## config.mk

```make
export PLATFORM = sky130hd
export DESIGN_NAME = banked_mapper_scanline_irq_top
export DESIGN_NICKNAME = d
export VERILOG_FILES = /design/src/bmsi_pkg.sv /design/src/bmsi_cfg.sv /design/src/bmsi_core.sv /design/src/bmsi_skid.sv /design/src/banked_mapper_scanline_irq_top.sv
export SDC_FILE = /design/constraint.sdc
export NUM_CORES = 1
export LEC_CHECK = 0
export ABC_CLOCK_PERIOD_IN_PS = 5100
export BUFFER_PORTS_ARGS = -buffer_cell sky130_fd_sc_hd__buf_2
export CORE_UTILIZATION = 40
export DETAILED_ROUTE_END_ITERATION = 10
export GPL_TIMING_DRIVEN = 1
export SYNTH_ARGS = -nofsm -noshare
export SYNTH_HDL_FRONTEND = slang
export SYNTH_SLANG_ARGS = --single-unit
```

## constraint.sdc

```tcl
create_clock -name clk_i -period 5.1 [get_ports clk_i]
set_input_delay 0.255 -clock clk_i [delete_from_list [all_inputs] [get_ports clk_i]]
set_output_delay 0.255 -clock clk_i [all_outputs]
set_load 0.01 [all_outputs]
```

## src/bmsi_pkg.sv

```systemverilog
// ----------------------------------------------------------------------------
// bmsi_pkg
// Types and constants of the bank mapper with scanline interrupt counter.
// ----------------------------------------------------------------------------
package bmsi_pkg;

  typedef enum logic [1:0] {
    OP_WRITE = 2'd0,
    OP_TICK  = 2'd1,
    OP_PRG   = 2'd2,
    OP_CHR   = 2'd3
  } op_e;

  typedef struct packed {
    op_e         opcode;
    logic [15:0] bus_address;
    logic [7:0]  write_data;
  } in_item_t;

  typedef struct packed {
    logic        irq_line;
    logic [18:0] mapped_address;
    logic        mirror_select;
    logic [7:0]  ram_control;
  } out_item_t;

  typedef struct packed {
    logic [5:0] prg_bank_mask;
    logic [7:0] chr_bank_mask;
  } cfg_t;

  // Write decode on address bits 15..13 and bit 0.
  localparam logic [3:0] REG_BANK_SELECT = 4'b1000;
  localparam logic [3:0] REG_BANK_DATA   = 4'b1001;
  localparam logic [3:0] REG_MIRROR      = 4'b1010;
  localparam logic [3:0] REG_RAM_CTRL    = 4'b1011;
  localparam logic [3:0] REG_IRQ_LATCH   = 4'b1100;
  localparam logic [3:0] REG_IRQ_RELOAD  = 4'b1101;
  localparam logic [3:0] REG_IRQ_DISABLE = 4'b1110;
  localparam logic [3:0] REG_IRQ_ENABLE  = 4'b1111;

  // Configuration register indexes.
  localparam logic CFG_PRG_MASK = 1'b0;
  localparam logic CFG_CHR_MASK = 1'b1;

  localparam logic [5:0] PRG_MASK_RESET = 6'h3F;
  localparam logic [7:0] CHR_MASK_RESET = 8'hFF;

  localparam logic [7:0] PRG_BANK_LAST   = 8'hFF;
  localparam logic [7:0] PRG_BANK_SECOND = 8'hFE;

  localparam logic [7:0] BANK_RESET [8] = '{8'd0, 8'd2, 8'd4, 8'd5, 8'd6, 8'd7, 8'd0, 8'd1};

endpackage

```

## src/bmsi_cfg.sv

```systemverilog
// ----------------------------------------------------------------------------
// bmsi_cfg
// APB-style register port holding the program and pattern bank masks.
// ----------------------------------------------------------------------------
module bmsi_cfg
  import bmsi_pkg::*;
(
  input  logic        clk_i,
  input  logic        rst_ni,
  input  logic        psel,
  input  logic        penable,
  input  logic        pwrite,
  input  logic [2:0]  paddr,
  input  logic [31:0] pwdata,
  output logic [31:0] prdata,
  output logic        pready,
  output cfg_t        cfg_o
);

  logic [5:0] prg_mask_q, prg_mask_d;
  logic [7:0] chr_mask_q, chr_mask_d;
  logic       wr_en;

  assign pready = 1'b1;
  assign wr_en  = psel && penable && pwrite;

  always_comb begin
    prg_mask_d = prg_mask_q;
    chr_mask_d = chr_mask_q;
    if (wr_en) begin
      unique case (paddr[2])
        CFG_PRG_MASK: prg_mask_d = pwdata[5:0];
        CFG_CHR_MASK: chr_mask_d = pwdata[7:0];
        default:      prg_mask_d = prg_mask_q;
      endcase
    end
  end

  always_comb begin
    unique case (paddr[2])
      CFG_PRG_MASK: prdata = {26'd0, prg_mask_q};
      CFG_CHR_MASK: prdata = {24'd0, chr_mask_q};
      default:      prdata = 32'd0;
    endcase
  end

  always_ff @(posedge clk_i or negedge rst_ni) begin
    if (!rst_ni) begin
      prg_mask_q <= PRG_MASK_RESET;
      chr_mask_q <= CHR_MASK_RESET;
    end else begin
      prg_mask_q <= prg_mask_d;
      chr_mask_q <= chr_mask_d;
    end
  end

  assign cfg_o = '{prg_bank_mask: prg_mask_q, chr_bank_mask: chr_mask_q};

endmodule

```

## src/bmsi_core.sv

```systemverilog
// ----------------------------------------------------------------------------
// bmsi_core
// Mapper state, register write decode, scanline counter and address mapping.
// ----------------------------------------------------------------------------
module bmsi_core
  import bmsi_pkg::*;
#(
  parameter int unsigned PRG_BANK_BITS = 6,
  parameter int unsigned CHR_BANK_BITS = 8
) (
  input  logic      clk_i,
  input  logic      rst_ni,
  input  logic      fire_i,
  input  in_item_t  item_i,
  input  cfg_t      cfg_i,
  output out_item_t result_o
);

  localparam int unsigned PrgLimit = (1 << PRG_BANK_BITS) - 1;
  localparam int unsigned ChrLimit = (1 << CHR_BANK_BITS) - 1;
  localparam logic [5:0]  PrgLim   = 6'(PrgLimit);
  localparam logic [7:0]  ChrLim   = 8'(ChrLimit);

  logic [7:0] bank_q [8];
  logic [7:0] bank_d [8];
  logic [7:0] sel_q, sel_d;
  logic [7:0] cnt_q, cnt_d;
  logic [7:0] latch_q, latch_d;
  logic       en_q, en_d;
  logic       reload_q, reload_d;
  logic       pend_q, pend_d;
  logic       mirror_q, mirror_d;
  logic [7:0] ram_q, ram_d;

  logic [3:0]  wr_code;
  logic [1:0]  prg_slot;
  logic [7:0]  prg_bank8;
  logic [5:0]  prg_bank;
  logic [2:0]  chr_slot;
  logic [7:0]  chr_raw;
  logic [7:0]  chr_bank;
  logic [18:0] mapped;

  assign wr_code = {item_i.bus_address[15:13], item_i.bus_address[0]};

  always_comb begin
    bank_d   = bank_q;
    sel_d    = sel_q;
    cnt_d    = cnt_q;
    latch_d  = latch_q;
    en_d     = en_q;
    reload_d = reload_q;
    pend_d   = pend_q;
    mirror_d = mirror_q;
    ram_d    = ram_q;
    if (fire_i && item_i.opcode == OP_WRITE) begin
      unique case (wr_code)
        REG_BANK_SELECT: sel_d = item_i.write_data;
        REG_BANK_DATA:   bank_d[sel_q[2:0]] = item_i.write_data;
        REG_MIRROR:      mirror_d = item_i.write_data[0];
        REG_RAM_CTRL:    ram_d = item_i.write_data;
        REG_IRQ_LATCH:   latch_d = item_i.write_data;
        REG_IRQ_RELOAD:  reload_d = 1'b1;
        REG_IRQ_DISABLE: begin
          en_d   = 1'b0;
          pend_d = 1'b0;
        end
        REG_IRQ_ENABLE:  en_d = 1'b1;
        default:         sel_d = sel_q;
      endcase
    end else if (fire_i && item_i.opcode == OP_TICK) begin
      if (cnt_q == 8'd0 || reload_q) begin
        cnt_d    = latch_q;
        reload_d = 1'b0;
      end else begin
        cnt_d = cnt_q - 8'd1;
      end
      if (cnt_q != 8'd0 && cnt_d == 8'd0 && en_q) begin
        pend_d = 1'b1;
      end
    end
  end

  always_comb begin
    prg_slot = item_i.bus_address[14:13];
    if (prg_slot == 2'd1) begin
      prg_bank8 = bank_q[7];
    end else if (prg_slot == 2'd3) begin
      prg_bank8 = PRG_BANK_LAST;
    end else if ((prg_slot == 2'd0) != sel_q[6]) begin
      prg_bank8 = bank_q[6];
    end else begin
      prg_bank8 = PRG_BANK_SECOND;
    end
    prg_bank = prg_bank8[5:0] & cfg_i.prg_bank_mask & PrgLim;

    chr_slot = item_i.bus_address[12:10] ^ {sel_q[7], 2'b00};
    if (!chr_slot[2]) begin
      chr_raw = {bank_q[{2'b00, chr_slot[1]}][7:1], chr_slot[0]};
    end else begin
      chr_raw = bank_q[{1'b0, chr_slot[1:0]} + 3'd2];
    end
    chr_bank = chr_raw & cfg_i.chr_bank_mask & ChrLim;

    case (item_i.opcode)
      OP_PRG:  mapped = {prg_bank, item_i.bus_address[12:0]};
      OP_CHR:  mapped = {1'b0, chr_bank, item_i.bus_address[9:0]};
      default: mapped = 19'd0;
    endcase
  end

  always_ff @(posedge clk_i or negedge rst_ni) begin
    if (!rst_ni) begin
      bank_q   <= BANK_RESET;
      sel_q    <= 8'd0;
      cnt_q    <= 8'd0;
      latch_q  <= 8'd0;
      en_q     <= 1'b0;
      reload_q <= 1'b0;
      pend_q   <= 1'b0;
      mirror_q <= 1'b0;
      ram_q    <= 8'd0;
    end else begin
      bank_q   <= bank_d;
      sel_q    <= sel_d;
      cnt_q    <= cnt_d;
      latch_q  <= latch_d;
      en_q     <= en_d;
      reload_q <= reload_d;
      pend_q   <= pend_d;
      mirror_q <= mirror_d;
      ram_q    <= ram_d;
    end
  end

  assign result_o = '{irq_line: pend_d, mapped_address: mapped,
                      mirror_select: mirror_d, ram_control: ram_d};

endmodule

```

## src/bmsi_skid.sv

```systemverilog
// ----------------------------------------------------------------------------
// bmsi_skid
// Result register with a skid stage, so one more input item is taken while the
// receiver holds a result.
// ----------------------------------------------------------------------------
module bmsi_skid
  import bmsi_pkg::*;
(
  input  logic      clk_i,
  input  logic      rst_ni,
  input  logic      push_i,
  input  out_item_t data_i,
  output logic      full_o,
  output logic      out_valid_o,
  input  logic      out_stall_i,
  output out_item_t out_data_o
);

  logic      out_valid_q, out_valid_d;
  logic      skid_valid_q, skid_valid_d;
  out_item_t out_q, out_d;
  out_item_t skid_q, skid_d;
  logic      take;

  assign take = out_valid_q && !out_stall_i;

  always_comb begin
    out_valid_d  = out_valid_q;
    skid_valid_d = skid_valid_q;
    out_d        = out_q;
    skid_d       = skid_q;
    if (skid_valid_q) begin
      if (take) begin
        out_d        = skid_q;
        skid_valid_d = 1'b0;
      end
    end else if (push_i) begin
      if (!out_valid_q || take) begin
        out_d       = data_i;
        out_valid_d = 1'b1;
      end else begin
        skid_d       = data_i;
        skid_valid_d = 1'b1;
      end
    end else if (take) begin
      out_valid_d = 1'b0;
    end
  end

  always_ff @(posedge clk_i or negedge rst_ni) begin
    if (!rst_ni) begin
      out_valid_q  <= 1'b0;
      skid_valid_q <= 1'b0;
    end else begin
      out_valid_q  <= out_valid_d;
      skid_valid_q <= skid_valid_d;
    end
  end

  always_ff @(posedge clk_i) begin
    out_q  <= out_d;
    skid_q <= skid_d;
  end

  assign full_o      = skid_valid_q;
  assign out_valid_o = out_valid_q;
  assign out_data_o  = out_q;

endmodule

```

## src/banked_mapper_scanline_irq_top.sv

```systemverilog
// ----------------------------------------------------------------------------
// banked_mapper_scanline_irq_top
// Cartridge bank-switch controller with a scanline interrupt counter.
// ----------------------------------------------------------------------------
// The input channel carries one bus item per cycle: a register write, a
// scanline tick, a program address or a pattern address. It is accepted when
// in_valid_i is high and in_stall_o is low. The write, tick or translation is
// done in the accepting cycle, and its result item (interrupt line, mapped
// address, mirroring bit, RAM-control byte) is registered.
// Throughput is one item per cycle while in_stall_o is low, set by the single
// result register stage.
// When the receiver stalls, the result holds and one further item is taken
// into a skid register; in_stall_o rises only once that register is full.
// Write the bank masks via APB only with no item in flight; not enforced.
// Reset loads the bank registers with 0,2,4,5,6,7,0,1, clears the counter,
// the interrupt controls, mirroring and RAM control, sets both masks to all
// ones and empties the output stages.
// ----------------------------------------------------------------------------
module banked_mapper_scanline_irq_top
  import bmsi_pkg::*;
#(
  parameter int unsigned PRG_BANK_BITS = 6,
  parameter int unsigned CHR_BANK_BITS = 8
) (
  input  logic        clk_i,
  input  logic        rst_ni,
  input  logic        in_valid_i,
  output logic        in_stall_o,
  input  in_item_t    in_data_i,
  output logic        out_valid_o,
  input  logic        out_stall_i,
  output out_item_t   out_data_o,
  input  logic        psel,
  input  logic        penable,
  input  logic        pwrite,
  input  logic [2:0]  paddr,
  input  logic [31:0] pwdata,
  output logic [31:0] prdata,
  output logic        pready
);

  cfg_t      cfg;
  out_item_t result;
  logic      fire;
  logic      full;

  assign in_stall_o = full;
  assign fire       = in_valid_i && !full;

  bmsi_cfg u_cfg (
    .clk_i   (clk_i),
    .rst_ni  (rst_ni),
    .psel    (psel),
    .penable (penable),
    .pwrite  (pwrite),
    .paddr   (paddr),
    .pwdata  (pwdata),
    .prdata  (prdata),
    .pready  (pready),
    .cfg_o   (cfg)
  );

  bmsi_core #(
    .PRG_BANK_BITS (PRG_BANK_BITS),
    .CHR_BANK_BITS (CHR_BANK_BITS)
  ) u_core (
    .clk_i    (clk_i),
    .rst_ni   (rst_ni),
    .fire_i   (fire),
    .item_i   (in_data_i),
    .cfg_i    (cfg),
    .result_o (result)
  );

  bmsi_skid u_skid (
    .clk_i       (clk_i),
    .rst_ni      (rst_ni),
    .push_i      (fire),
    .data_i      (result),
    .full_o      (full),
    .out_valid_o (out_valid_o),
    .out_stall_i (out_stall_i),
    .out_data_o  (out_data_o)
  );

endmodule

```

==> run summary <==
Final Skew: 0.0119 ns
Height of the die: 140 um
Buffers added on ports: 80
RSZ-0062 raised after global routing: false
PD cells: 446 nW/um2
Final Setup Violations: 0
GPL Wtd Cong: 0.800
Fmax: 404 MHz
Logic pwr share: 21.1%
Largest family of logic cells by synthesized area: multiplexers
Max_cap viols: 0
Num CTS Buffers: 17
Chip width: 140 um
Setup CP Type: reg -> reg
Int Pwr: 2.72 mW
Total gr overflow: 0
WL/cell: 18.9 um
Ys flop type: dfrtp_1
Synth unique cells: 55
Avg Cell Area, Syn: 14.0 um2
EDFF count, synth: 58
Final Hold Viols: 0
Worst Setup End Kind: register
Vias: 4531
Switching power: 1.15 mW
Post-synthesis sequential area ratio: 58.7%
First-pass GRT wire length: 26000 um
Simple-gate share of the synthesized area: 8.02%
Max-slew violation count: 0
Antenna violations before repair: 0
Outcome: finished clean
CP arrival: 2.71 ns
# rows: 49
Clock power share: 31.9%
Leakage: 3.79 nW
CP Max Fanout: 9
Starting Density: 41.5%
Vias in the first global route: 4623
Core Box Area: 18300 um2
DR vias/cell: 5.28
Critical path required time: 5.33 ns
Ys Warns: 0
Clk pin slew, worst setup/hold paths: 0.06 ns
Commonest cells after routing, fill and taps aside: mux2_2 (131), dfrtp_1 (83), buf_2 (79)
H-Tree Depth: 4
# IOs: 132
Fillers: 1623
Fin Setup TNS: 0 ns
Worst Setup Start Kind: register
WL final: 16200 um
Clock latency on the worst-skew pair: 0.43 ns
Post-synthesis mux area share: 22.7%
Clock root buffer master: clkbuf_16
CTS tree: done
Synth Area in Compound Gates: 5.13%
Synthesized-area fraction occupied by adder cells: 0.330%
Post-Synth XOR/XNOR Area: 0.578%
Final period util: 48.6%
Dpl hpwl: 11100 um
Worst Tran Pin Value: 0.790 ns
Area growth from synthesis to layout: 14.5%
Syn Inst Count: 540
CP cell instances: inv_1, ha_1, nor3b_1, a21oi_1, nor4_1, o211ai_1, o31ai_1
CTS sink cnt: 165
CP peak stage delay: 0.41 ns
CP max stage cell: dfrtp_1
Bufs and invs on worst path: 1
Final Util: 47.5%
DIE AREA: 19500 um2
Largest net degree at the start of global routing: 60
Top Family by Delay on Critical Path: compound AO/OA/AOI/OAI gates
Drt pass-1 iters: 4
Mapped cell area: 7580 um2
Seq. cell area: 4450 um2
Drt initial violations: 156
Number of remaining DRC errors: 0
Worst hold path type: in -> reg
Register bit total from synthesis: 165
Fin crit period: 2.48 ns
Most common cell after layout, fill and taps aside: mux2_2
Net Sw Frac: 29.7%
GRT Util Overall: 17.6%
Peak VDD IR: 0.000243 V
Seq pwr share: 46.9%
ANT nets after route: 0
Nets: 686
Slew headroom: 47.3%
Clock Path Buffers: 2
Layout cells sized above 1: 46.7%
Inserted Diodes: 0
Multi-input gate area: 2890 um2
Async SR Flop Fraction: 64.8%
[layer usage]
layer,track usage [%],vias to the layer above,wire (um)
li1,-,2081,-
met1,24.6,2321,7940
met2,27.2,112,7460
met3,3.34,17,619
met4,6.42,0,204
met5,0,-,0
[state kept, by name, indices dropped and copies added (netlist names)]
register,flops
u_core.latch_q,8
u_skid.out_data_o,29
u_core.sel_q,5
u_core.mirror_q,1
u_cfg.prg_mask_q,6
u_core.en_q,1
u_core.reload_q,1
u_skid.out_valid_o,1
u_cfg.chr_mask_q,8
u_core.pend_q,1
u_core.bank_q,58
u_core.cnt_q,8
u_skid.full_o,1
u_core.ram_q,8
u_skid.skid_q,29
[cell type report]
cell class / count / share of cell area (%)
Clock inverter: 15 / 1.66
Timing Repair Buffer: 86 / 5.19
Clock buffer: 17 / 4.90
Multi-Input combinational cell: 337 / 33.3
Inverter: 9 / 0.389
Tap cell: 229 / 3.30
Sequential cell: 165 / 51.3
[cells in the mapped netlist, types with 6 or more instances]
library cell    n  area share [%]
a21oi_1        16             1.1
and2_1         14             1.2
buf_4          25             2.5
clkbuf_1       18            0.89
dfrtp_1        83              27
dfstp_2        24             8.3
edfxtp_1       58              23
inv_1           9            0.45
mux2_2        131              19
mux2i_1         9             1.2
mux4_2          7             2.1
nand2_1        19            0.94
nand2b_1        8            0.66
nand3_1         6            0.40
nor2_1         18            0.89
o2111ai_1       6            0.69
o211ai_1        6            0.59
o21ai_0        17             1.1
[worst reg2reg max path: stages, from the launching register on]
cell	delay (ns)
dfrtp_1	0.41
inv_1	0.13
ha_1	0.19
nor3b_1	0.40
a21oi_1	0.32
nor4_1	0.35
o211ai_1	0.16
o31ai_1	0.33
[metrics by stage]
| step | hold WS, ns | total power [mW] | cell area [um2] | cells | setup slack, ns |
|---|---|---|---|---|---|
| final | 0.0638 | 3.87 | 8680 | 858 | 2.62 |
| after global routing | 0.0542 | 4.07 | 8680 | 858 | 2.42 |
| after CTS | 0.0531 | 3.91 | 8680 | 858 | 2.67 |
| after detailed placement | 0.318 | 2.67 | 8100 | 825 | 2.55 |
| after global placement | 0.310 | 2.64 | 8100 | 825 | 2.62 |
| after floorplan | -0.0406 | 2.39 | 7670 | 563 | 1.57 |
[kinds of logic after synthesis]
group,Yosys count
fa+ha+maj,2
simple gates,97
other cells,2
buf+inv,61
compound gates,61
xor+xnor,5
mux,147
flops,165
[final timing paths]
| kind | from | end | slack [ns] | cells after the start |
|---|---|---|---|---|
| worst min register to register | u_core.bank_q[31] | u_core.bank_q[31] | 0.51 | 1 |
| max in group asynchronous | rst_ni | u_core.bank_q[2] | 3.47 | 3 |
| worst max register to register | u_core.cnt_q[0] | u_skid.skid_q[28] | 2.62 | 7 |
| worst max-delay path | u_core.cnt_q[0] | u_skid.skid_q[28] | 2.62 | 7 |
| min in group asynchronous | rst_ni | u_core.cnt_q[6] | 0.40 | 2 |
| worst min-delay path | pwdata[6] | u_cfg.chr_mask_q[6] | 0.06 | 2 |
[power groups by stage]
stage | Clock, mW | Sequential (mW) | Combinational (mW)
2_1_floorplan | 0 | 1.86 | 0.531
3_3_place_gp | 0 | 1.83 | 0.809
3_5_place_dp | 0 | 1.84 | 0.829
4_1_cts | 1.26 | 1.82 | 0.833
5_1_grt | 1.32 | 1.85 | 0.907
6_report | 1.24 | 1.82 | 0.818
[what timing repair did]
item	in CTS	in global routing
endpoints found under the setup margin	0	0
hold endpoints to repair	44	0
hold buffers	1	0
buffers inserted	0	0
resized for setup	0	0
Note: power is estimated with default switching activity, not from simulation.
